==> config.mk <==
export PLATFORM = sky130hd
export DESIGN_NAME = rgb_median_filter_3x3
export DESIGN_NICKNAME = d
export VERILOG_FILES = /design/src/rmf_pkg.sv /design/src/rmf_fifo.sv /design/src/rmf_front.sv /design/src/rmf_median.sv /design/src/rgb_median_filter_3x3.sv
export SDC_FILE = /design/constraint.sdc
export NUM_CORES = 2
export LEC_CHECK = 0
export BUFFER_PORTS_ARGS = -buffer_cell sky130_fd_sc_hd__buf_4
export CAP_MARGIN = 20
export CORE_MARGIN = 5
export CORE_UTILIZATION = 29
export DETAILED_ROUTE_END_ITERATION = 8
export GPL_TIMING_DRIVEN = 0
export PLACE_DENSITY = 0.48
export SETUP_SLACK_MARGIN = 0.5
export SKIP_LAST_GASP = 1
export SLEW_MARGIN = 20
export SYNTH_ARGS = -nofsm -noshare
export SYNTH_HDL_FRONTEND = slang
export SYNTH_SLANG_ARGS = --single-unit
export TNS_END_PERCENT = 100
==> constraint.sdc <==
create_clock -name clock -period 52.4 [get_ports clock]
set_input_delay 5.24 -clock clock [delete_from_list [all_inputs] [get_ports clock]]
set_output_delay 5.24 -clock clock [all_outputs]
set_load 0.03 [all_outputs]
==> src/rmf_pkg.sv <==
// Package for the RGB 3x3 median filter: pixel and result types and fixed widths.
// No dependencies; every other file of the block but rmf_fifo uses it by scoped names.
package rmf_pkg;

   // Width of one color channel and of one packed pixel (red low, blue high).
   localparam int CHAN_W = 8;
   localparam int NUM_CHAN = 3;
   localparam int PIX_W = CHAN_W * NUM_CHAN;

   // One incoming pixel with its load mode flag.
   typedef struct packed {
      logic [CHAN_W-1:0] red;
      logic [CHAN_W-1:0] green;
      logic [CHAN_W-1:0] blue;
      logic              full_load;
   } req_type;

   // One result: the median of every channel over the window.
   typedef struct packed {
      logic [CHAN_W-1:0] median_red;
      logic [CHAN_W-1:0] median_green;
      logic [CHAN_W-1:0] median_blue;
   } rsp_type;

endpackage

==> src/rmf_fifo.sv <==
// Small register FIFO with push/full and pop/empty sides.
// Used for the window queue and the result queue; depends on nothing else.
module rmf_fifo #(
   parameter int WIDTH = 8,
   parameter int DEPTH = 2
) (
   input  logic             clock,
   input  logic             reset,
   input  logic             push,
   input  logic [WIDTH-1:0] push_data,
   output logic             full,
   input  logic             pop,
   output logic [WIDTH-1:0] pop_data,
   output logic             empty
);

   localparam int PTR_W = (DEPTH > 1) ? $clog2(DEPTH) : 1;
   localparam int CNT_W = $clog2(DEPTH + 1);

   logic [WIDTH-1:0] mem_ff [DEPTH];
   logic [PTR_W-1:0] wr_ptr_ff, wr_ptr_in;
   logic [PTR_W-1:0] rd_ptr_ff, rd_ptr_in;
   logic [CNT_W-1:0] count_ff, count_in;
   logic             do_push;
   logic             do_pop;

   assign full     = (count_ff == CNT_W'(DEPTH));
   assign empty    = (count_ff == '0);
   assign do_push  = push && !full;
   assign do_pop   = pop && !empty;
   assign pop_data = mem_ff[rd_ptr_ff];

   always_comb begin
      wr_ptr_in = wr_ptr_ff;
      rd_ptr_in = rd_ptr_ff;
      count_in  = count_ff;
      if (do_push) begin
         wr_ptr_in = (wr_ptr_ff == PTR_W'(DEPTH - 1)) ? '0 : wr_ptr_ff + 1'b1;
      end
      if (do_pop) begin
         rd_ptr_in = (rd_ptr_ff == PTR_W'(DEPTH - 1)) ? '0 : rd_ptr_ff + 1'b1;
      end
      if (do_push && !do_pop) begin
         count_in = count_ff + 1'b1;
      end else if (do_pop && !do_push) begin
         count_in = count_ff - 1'b1;
      end
   end

   always_ff @(posedge clock) begin
      if (reset) begin
         wr_ptr_ff <= '0;
         rd_ptr_ff <= '0;
         count_ff  <= '0;
      end else begin
         wr_ptr_ff <= wr_ptr_in;
         rd_ptr_ff <= rd_ptr_in;
         count_ff  <= count_in;
      end
   end

   always_ff @(posedge clock) begin
      if (do_push) begin
         mem_ff[wr_ptr_ff] <= push_data;
      end
   end

endmodule

==> src/rmf_front.sv <==
// Front end of the median filter: places accepted pixels into the window and
// hands each completed window on. Depends on rmf_pkg.
module rmf_front #(
   parameter int WINDOW_SIZE = 3
) (
   input  logic                    clock,
   input  logic                    reset,
   input  logic                    in_valid,
   input  rmf_pkg::req_type        in_pix,
   output logic                    win_valid,
   output logic [WINDOW_SIZE*WINDOW_SIZE*rmf_pkg::PIX_W-1:0] win_data
);

   localparam int N     = WINDOW_SIZE;
   localparam int POS_W = $clog2(N);
   localparam int ROW_W = $clog2(N + 1);

   // Window is indexed [column][row].
   logic [N-1:0][N-1:0][rmf_pkg::PIX_W-1:0]   win_ff, win_in;
   logic [N-2:0][N-1:0][rmf_pkg::PIX_W-1:0]   saved_ff, saved_in;
   logic [POS_W-1:0]                          row_ff, row_in;
   logic [POS_W-1:0]                          col_ff, col_in;
   logic [ROW_W-1:0]                          row_next;
   logic [rmf_pkg::PIX_W-1:0]                 pix;
   logic                                      done;

   assign pix = {in_pix.blue, in_pix.green, in_pix.red};

   always_comb begin
      win_in   = win_ff;
      saved_in = saved_ff;
      col_in   = col_ff;
      row_in   = row_ff;
      row_next = ROW_W'(row_ff);
      done     = 1'b0;
      if (in_valid) begin
         if (in_pix.full_load) begin
            win_in[col_ff][row_ff] = pix;
            if (col_ff == POS_W'(N - 1)) begin
               col_in   = '0;
               row_next = ROW_W'(row_ff) + 1'b1;
            end else begin
               col_in = col_ff + 1'b1;
            end
         end else begin
            // Leading columns come back from the saved copy, the new column
            // takes the pixel at the current row.
            for (int c = 0; c < N - 1; c++) begin
               win_in[c] = saved_ff[c];
            end
            win_in[N-1][row_ff] = pix;
            col_in   = '0;
            row_next = ROW_W'(row_ff) + 1'b1;
         end
         if (row_next == ROW_W'(N)) begin
            done   = 1'b1;
            row_in = '0;
            for (int c = 0; c < N - 1; c++) begin
               saved_in[c] = win_in[c+1];
            end
         end else begin
            row_in = row_next[POS_W-1:0];
         end
      end
   end

   assign win_valid = done;
   assign win_data  = win_in;

   always_ff @(posedge clock) begin
      if (reset) begin
         win_ff   <= '0;
         saved_ff <= '0;
         row_ff   <= '0;
         col_ff   <= '0;
      end else begin
         win_ff   <= win_in;
         saved_ff <= saved_in;
         row_ff   <= row_in;
         col_ff   <= col_in;
      end
   end

endmodule

==> src/rmf_median.sv <==
// Back end of the median filter: a two-stage rank network that picks the
// median of every channel of one window. Depends on rmf_pkg.
module rmf_median #(
   parameter int WINDOW_SIZE = 3
) (
   input  logic                    clock,
   input  logic                    reset,
   input  logic                    in_valid,
   input  logic [WINDOW_SIZE*WINDOW_SIZE*rmf_pkg::PIX_W-1:0] in_window,
   output logic                    in_ready,
   output logic                    out_valid,
   output rmf_pkg::rsp_type        out_data,
   input  logic                    out_ready
);

   localparam int CELLS  = WINDOW_SIZE * WINDOW_SIZE;
   localparam int RANK_W = $clog2(CELLS);
   localparam int MID    = CELLS / 2;
   localparam int NCH    = rmf_pkg::NUM_CHAN;
   localparam int CW     = rmf_pkg::CHAN_W;

   typedef logic [CELLS-1:0][NCH-1:0][CW-1:0] vals_type;

   vals_type                                 in_vals;
   vals_type                                 s1_val_ff, s2_val_ff;
   logic [NCH-1:0][CELLS-1:0][CELLS-1:0]     lt_in, lt_ff;
   logic [NCH-1:0][CELLS-1:0][RANK_W-1:0]    rank_in, rank_ff;
   logic                                     s1_valid_ff, s2_valid_ff;
   logic                                     advance;
   logic [NCH-1:0][CW-1:0]                   med;

   assign in_vals   = in_window;
   assign advance   = !s2_valid_ff || out_ready;
   assign in_ready  = advance;
   assign out_valid = s2_valid_ff;

   // Stage 1 inputs: element j counts below element i when it is smaller, or
   // equal and earlier, so the ranks form a permutation even with ties.
   always_comb begin
      for (int ch = 0; ch < NCH; ch++) begin
         for (int i = 0; i < CELLS; i++) begin
            for (int j = 0; j < CELLS; j++) begin
               lt_in[ch][i][j] = (in_vals[j][ch] < in_vals[i][ch]) ||
                                 ((in_vals[j][ch] == in_vals[i][ch]) && (j < i));
            end
         end
      end
   end

   // Stage 2 inputs: the rank of every element is the count of its flags.
   always_comb begin
      for (int ch = 0; ch < NCH; ch++) begin
         for (int i = 0; i < CELLS; i++) begin
            rank_in[ch][i] = '0;
            for (int j = 0; j < CELLS; j++) begin
               rank_in[ch][i] = rank_in[ch][i] + RANK_W'(lt_ff[ch][i][j]);
            end
         end
      end
   end

   // Exactly one element per channel holds the middle rank.
   always_comb begin
      for (int ch = 0; ch < NCH; ch++) begin
         med[ch] = '0;
         for (int i = 0; i < CELLS; i++) begin
            if (rank_ff[ch][i] == RANK_W'(MID)) begin
               med[ch] = med[ch] | s2_val_ff[i][ch];
            end
         end
      end
   end

   assign out_data.median_red   = med[0];
   assign out_data.median_green = med[1];
   assign out_data.median_blue  = med[2];

   always_ff @(posedge clock) begin
      if (reset) begin
         s1_valid_ff <= 1'b0;
         s2_valid_ff <= 1'b0;
      end else if (advance) begin
         s1_valid_ff <= in_valid;
         s2_valid_ff <= s1_valid_ff;
      end
   end

   always_ff @(posedge clock) begin
      if (advance) begin
         s1_val_ff <= in_vals;
         lt_ff     <= lt_in;
         s2_val_ff <= s1_val_ff;
         rank_ff   <= rank_in;
      end
   end

endmodule

==> src/rgb_median_filter_3x3.sv <==
// Top level of the RGB 3x3 median filter: front end, window queue, median
// back end and result queue. Depends on rmf_pkg, rmf_fifo, rmf_front, rmf_median.
//
//   Channel   Ports                     Direction  Transfer when
//   request   push, full, req_data      in         push && !full
//   response  pop, empty, rsp_data      out        pop && !empty
//
// One pixel transfer is taken in every cycle while the window queue has room.
// A pixel that completes a window reaches rsp_data through the window queue,
// which is written at the transfer edge, then the rank network (compare,
// then count and select) and then the result queue.
// Reset is synchronous and active high; it clears the window, the saved
// columns, the row and column positions and both queues.
// When the result queue fills, the rank network holds, the window queue
// fills behind it, and full rises; a stalled response side never loses data.
module rgb_median_filter_3x3 #(
   parameter int WINDOW_SIZE = 3
) (
   input  logic             clock,
   input  logic             reset,
   input  logic             push,
   output logic             full,
   input  rmf_pkg::req_type req_data,
   input  logic             pop,
   output logic             empty,
   output rmf_pkg::rsp_type rsp_data
);

   localparam int WIN_W = WINDOW_SIZE * WINDOW_SIZE * rmf_pkg::PIX_W;
   localparam int RSP_W = $bits(rmf_pkg::rsp_type);

   logic             accept;
   logic             win_valid;
   logic [WIN_W-1:0] win_data;
   logic [WIN_W-1:0] wq_data;
   logic             wq_empty;
   logic             wq_pop;
   logic             med_ready;
   logic             med_valid;
   rmf_pkg::rsp_type med_data;
   logic             rq_full;
   logic [RSP_W-1:0] rq_data;

   // A pixel is taken whenever the window queue can absorb a finished window.
   assign accept = push && !full;

   rmf_front #(
      .WINDOW_SIZE(WINDOW_SIZE)
   ) u_front (
      .clock    (clock),
      .reset    (reset),
      .in_valid (accept),
      .in_pix   (req_data),
      .win_valid(win_valid),
      .win_data (win_data)
   );

   // Completed windows wait here so the front end keeps running while the
   // back end is held by the response side.
   rmf_fifo #(
      .WIDTH(WIN_W),
      .DEPTH(2)
   ) u_win_queue (
      .clock    (clock),
      .reset    (reset),
      .push     (win_valid),
      .push_data(win_data),
      .full     (full),
      .pop      (wq_pop),
      .pop_data (wq_data),
      .empty    (wq_empty)
   );

   assign wq_pop = med_ready && !wq_empty;

   rmf_median #(
      .WINDOW_SIZE(WINDOW_SIZE)
   ) u_median (
      .clock    (clock),
      .reset    (reset),
      .in_valid (!wq_empty),
      .in_window(wq_data),
      .in_ready (med_ready),
      .out_valid(med_valid),
      .out_data (med_data),
      .out_ready(!rq_full)
   );

   // The result queue is the output register stage toward the consumer.
   rmf_fifo #(
      .WIDTH(RSP_W),
      .DEPTH(2)
   ) u_rsp_queue (
      .clock    (clock),
      .reset    (reset),
      .push     (med_valid),
      .push_data(med_data),
      .full     (rq_full),
      .pop      (pop),
      .pop_data (rq_data),
      .empty    (empty)
   );

   assign rsp_data = rq_data;

endmodule

# After elaboration in Yosys (flattened, before gate mapping)
# Memories as Yosys holds them, arrays and structs flattened. A register that Yosys moved wholly into a read port is not among the register bits.
# Cells that the tools add are included.
dict set report totals {
  register_bits 1157
  ramBits 480
  inputBits 29
  output_inout_bits 26
  word_cells 965
  memories 2
}
# memory depth width read_ports rd_ports_with_merged_regs wr line
set memory_table {}
lappend memory_table {u_win_queue.mem_ff 2 216 1 1 1 rmf_fifo.sv:20} ;# logic [WIDTH-1:0] mem_ff [DEPTH];
lappend memory_table {u_rsp_queue.mem_ff 2 24 1 1 1 rmf_fifo.sv:20}
dict set report classes {
  addsub 226
  n_lt_le_gt_ge 247
  n_eq_ne 139
  mux 59
  n_bitwise 24
  n_reduce_logical 135
}
# operator count
set ops {}
lappend ops {{8-bit < comparator} 243}
lappend ops {{8-bit == test} 108}
lappend ops {{4-bit by 1-bit adder with 4-bit output} 175}
lappend ops {{216-bit 2-to-1 mux} 2}
lappend ops {{216-bit bitwise mux} 1}
lappend ops {{8-bit 2-to-1 mux} 27}
lappend ops {{8-bit OR} 24}
lappend ops {{72-bit demux with 2-bit select} 1}
lappend ops {{1-bit logical OR} 109}
lappend ops {{4-bit by 3-bit == test with 1-bit output, second input constant} 27}
lappend ops {{72-bit bitwise mux} 1}
lappend ops {{72-bit 2-to-1 mux} 1}
lappend ops {{1-bit by 1-bit adder with 2-bit output} 27}
lappend ops {{24-bit demux with 2-bit select} 1}
lappend ops {{3-bit by 1-bit adder with 4-bit output} 7}
lappend ops {{24-bit 2-to-1 mux} 1}
lappend ops {{2-bit by 1-bit adder with 3-bit output} 7}
lappend ops {{2-bit 2-to-1 mux} 10}
lappend ops {{1-bit 2-to-1 mux} 14}
lappend ops {{1-bit logical AND} 12}
lappend ops {{1-bit zero test} 9}
lappend ops {{2-bit by 1-bit adder with 2-bit output, second input constant} 4}
lappend ops {{2-bit == test, second input constant} 4}
lappend ops {{2-bit by 3-bit < comparator with 1-bit output, second input constant} 2}
lappend ops {{6 further kinds} 13}

# Logic depth before layout (Yosys ltp)
dict set report logic_depth {
  word_depth 18
  depth_mapped 12
  mapped_depth_nobuf 12
}

# By module
# A second synthesis with hierarchy kept.
dict set report unflattened {
  cells_unflattened 6949
  area_unflattened_um2 86539.2
}
# mod n_inst cells_each area_per_inst_um2
set modules_own_cells {}
lappend modules_own_cells {rmf_median 1 3869 50116.8}
lappend modules_own_cells {rmf_front 1 2279 18078.6}
lappend modules_own_cells {{rmf_fifo (u_win_queue)} 1 697 16372.0}
lappend modules_own_cells {{rmf_fifo (u_rsp_queue)} 1 100 1944.4}
lappend modules_own_cells {rgb_median_filter_3x3 1 4 27.5}

# Worst setup path after synthesis
# Ideal clock, no wire load.
dict set report synth_path {
  kind {reg-to-reg}
  startpoint {register u_rsp_queue.count_ff[0]}
  endpoint {register u_win_queue.count_ff[1]}
  setup_ns 0.070
  t_arrival_ns 20.014
  setup_slack_ns 32.316
  stages_incl_launch_ff 9
  n_path_buf 0
  synth_period_minus_slack_ns 20.084
  path_cell_list {dfxtp_1 > nand2b_1 > nor2_1 > inv_1 > o21ai_0 > ha_1 > xor2_1 > or3_1 > a21oi_1}
}
dict set report synth_between {
  elab_chain_len 8
}
# item line
set synth_rtl {}
lappend synth_rtl {{start: declaration} rmf_fifo.sv:23} ;# logic [CNT_W-1:0] count_ff, count_in;
lappend synth_rtl {{start signal: assignment} rmf_fifo.sv:58} ;# count_ff <= count_in;
lappend synth_rtl {{2-bit == test *} rmf_fifo.sv:27} ;# assign full = (count_ff == CNT_W'(DEPTH));
lappend synth_rtl {{1-bit zero test *} rgb_median_filter_3x3.sv:86} ;# .out_ready(!rq_full)
lappend synth_rtl {{1-bit logical OR *} rmf_median.sv:33} ;# assign advance = !s2_valid_ff || out_ready;
lappend synth_rtl {{1-bit logical AND *} rgb_median_filter_3x3.sv:74} ;# assign wq_pop = med_ready && !wq_empty;
lappend synth_rtl {{1-bit logical AND *} rmf_fifo.sv:30} ;# assign do_pop = pop && !empty;
lappend synth_rtl {{1-bit zero test} rmf_fifo.sv:43} ;# if (do_push && !do_pop) begin
lappend synth_rtl {{1-bit logical AND} rmf_fifo.sv:43}
lappend synth_rtl {{2-bit 2-to-1 mux or 2-bit nonzero test (tied branches)} -}
lappend synth_rtl {{end signal: assignment} rmf_fifo.sv:58}
lappend synth_rtl {{end: declaration} rmf_fifo.sv:23}
# Every way passes the cells marked *; elsewhere a longest branch is shown, timed or not.
# A chain may end at the register's enable or synchronous reset.

==> reports/qor.csv <==
metric;value;unit
clockRootBuffer;clkbuf_16;
path_max_fanout;10;
dieWidth;553;um
synth_edf_count;1236;
synth_seq_cells;1612;
dieArea;0.306;mm^2
synth_seq_area_share;0.522;
fmax;119;MHz
grt_pass1_wl;435;mm
synth_ff_type;edfxtp_1;
post-route-min-period;8.43;ns
worst_pin_slew;1.38;ns
cts.htree.levels;4;
die_height;553;um
power_density;54.3;mW/mm^2
cp.arrival;3.19;ns
total_power;0.00538;W
syn-cell-area;0.0855;mm^2
synth_fa_ha_area_frac;0.169;
yosysWarnings;0;
grt_max_degree;117;
start_util;0.291;
required;47.16;ns
dr.pass1.iters;6;
cts_setup_buffers;0;
synth_top_family_by_area;adder cells;
grt_pass1_vias;59500;
synth_xor_area_frac;0.00348;
finalWirelength;309;mm
post_synth_num_cell_types;65;
clk_pin_slew_worst_paths;0.06;ns
core;0.294;mm^2
vias_per_cell;5.38;
clock_skew;0.0712;ns
clockBufferDepth;4;
area_growth;15.8;%
leakage;39.6;nW
finalSetupViolations;0;
ir_worst_vdd;29.3;uV
cts_tree;built;
slew_headroom;0.0724;
synth-compound-area-share;0.118;
rsz0062_at_grt;false;
yosys.area_share.simple;0.0892;
grt_antenna_before_repair;32;
fin_nets;8308;
clk_latency;0.87;ns
detail_route.iter0.violations;6418;
ys_async_sr_fraction;0;
cts-resized-gates;0;
cts_hold_buf;0;
synth.area.mux_share;0.0598;
synthDominantCellAreaShare;0.434;
portBuffers;52;
dp_hpwl;231;mm
min_path_type;flop to flop;
drive_gt1_frac;0.118;
synthCells;6864;
crit_type;flop to output port;
vias;60600;
cts.sink_count;1612;
fin_crit_sh;0.161;
reg2reg_depth;8;
pin_count;55;
finalHoldViolCount;0;
synth_top_cell_by_area;edfxtp_1;
fin_tns_setup;0;ns
routedWlPerCell;27.5;um
route.antenna.remaining_nets;0;
synthTopCellsByArea;edfxtp_1 (43%), ha_1 (14%), dfxtp_1 (8.8%);
cp-start-kind;flop;
avgSynthCellArea;12.5;um^2
place_congestion;0.936;
critPathCaptureType;output port;
grt_overflow;0;
holdPathStages;0;
drcViolationCount;0;
cts_made_buffers;187;
outcome;finished clean;
grt_usage;0.195;
drv_slew;0;
rows;199;
cap_violations;0;
==> stage by stage <==
| stage | setup WS (ns) | cell area (um^2) | instances | util | hold WS, ns |
|---|---|---|---|---|---|
| final | 43.97 | 99000 | 11300 | 0.337 | 0.375 |
| after global routing | 43.79 | 99000 | 11300 | 0.337 | 0.397 |
| after CTS | 43.74 | 99000 | 11300 | 0.337 | 0.392 |
| after detailed placement | 43.87 | 92800 | 10900 | 0.316 | 0.405 |
| after global placement | 23.43 | 90800 | 10800 | 0.309 | 0.401 |
| after floorplan | 32.32 | 85500 | 6866 | - | 0.400 |
==> cell families (layout without fill, tap and decap cells) <==
kind of cell	Yosys count	count (layout)
flops	1612	1612
xor+xnor	34	34
buf+inv	804	1277
mux	464	464
fa+ha+maj	1088	1088
simple gates	1352	1352
compound gates	1508	1508
other cells	2	14
==> layer usage <==
metal	share of wire	global-route usage
met1	0.46	0.280
met2	0.44	0.299
met3	0.078	0.0371
met4	0.030	0.0583
met5	0.00013	0
==> critical path: stages (launching register included) <==
cell	delay [ns]
dfxtp_1	0.30
clkbuf_1	0.59
clkbuf_1	0.76
mux2_2	0.49
buf_4	0.19
==> sequential cells by signal, indices dropped and copies added (netlist names), 48 cells and up, named ones only <==
register	flops
u_median.rank_ff	108
u_front.win_ff	216
u_median.s2_val_ff	216
u_win_queue.mem_ff	432
u_median.s1_val_ff	216
u_rsp_queue.mem_ff	48
u_median.lt_ff	216
u_front.saved_ff	144
==> final cells by class <==
cell class | count | area (um^2)
Antenna cell | 10 | 25.0
Buffer | 301 | 1420
Clock buffer | 235 | 5070
Clock inverter | 102 | 1050
Fill cell | 29000 | 195000
Inverter | 503 | 1900
Multi-Input combinational cell | 4450 | 38300
Sequential cell | 1612 | 44600
Tap cell | 3919 | 4900
Timing Repair Buffer | 136 | 1700
==> cell usage in the layout, fill, tap and decap left out, types with 78 or more instances in the layout <==
master,instances
mux2i_1,176
nand2_1,180
nand2b_1,78
a211oi_1,145
nor2_1,192
clkbuf_1,192
fa_1,111
dfxtp_1,376
ha_1,977
clkbuf_16,192
nand4_1,174
o211ai_1,137
edfxtp_1,1236
inv_1,501
nor2b_1,324
buf_2,104
a21o_1,145
nand3_1,158
or4_1,78
nor3_1,79
mux2_2,100
o22ai_1,300
buf_4,86
a21oi_1,497
==> where the power goes <==
group | leakage, nW | total (W) | internal (W) | switching (W)
logic | 21.1 | 0.00215 | 0.000831 | 0.00132
clock network | 2.97 | 0.00133 | 0.000775 | 0.000556
registers | 15.6 | 0.00190 | 0.00179 | 0.000108
==> final timing paths <==
| check | endpoint | from | slack (ns) |
|---|---|---|---|
| setup / recovery | rsp_data[19] | flop | 43.97 |
| hold / removal | u_median.s2_val_ff[58]$_DFFE_PN_ | u_median.s1_val_ff[58]$_DFFE_PN_ | 0.37 |
| setup reg to reg | u_median.lt_ff[56]$_DFFE_PN_ | flop | 46.89 |
| hold reg to reg | u_median.s2_val_ff[58]$_DFFE_PN_ | u_median.s1_val_ff[58]$_DFFE_PN_ | 0.37 |
==> Yosys cell counts (158+ instances only) <==
library cell / count
nor2b_1: 324
mux2i_1: 264
ha_1: 977
o22ai_1: 300
nand4_1: 174
nor2_1: 195
edfxtp_1: 1236
inv_1: 502
dfxtp_1: 376
clkbuf_1: 164
nand3_1: 158
a21oi_1: 497
nand2_1: 180
Power figures use the tool's default switching activity.
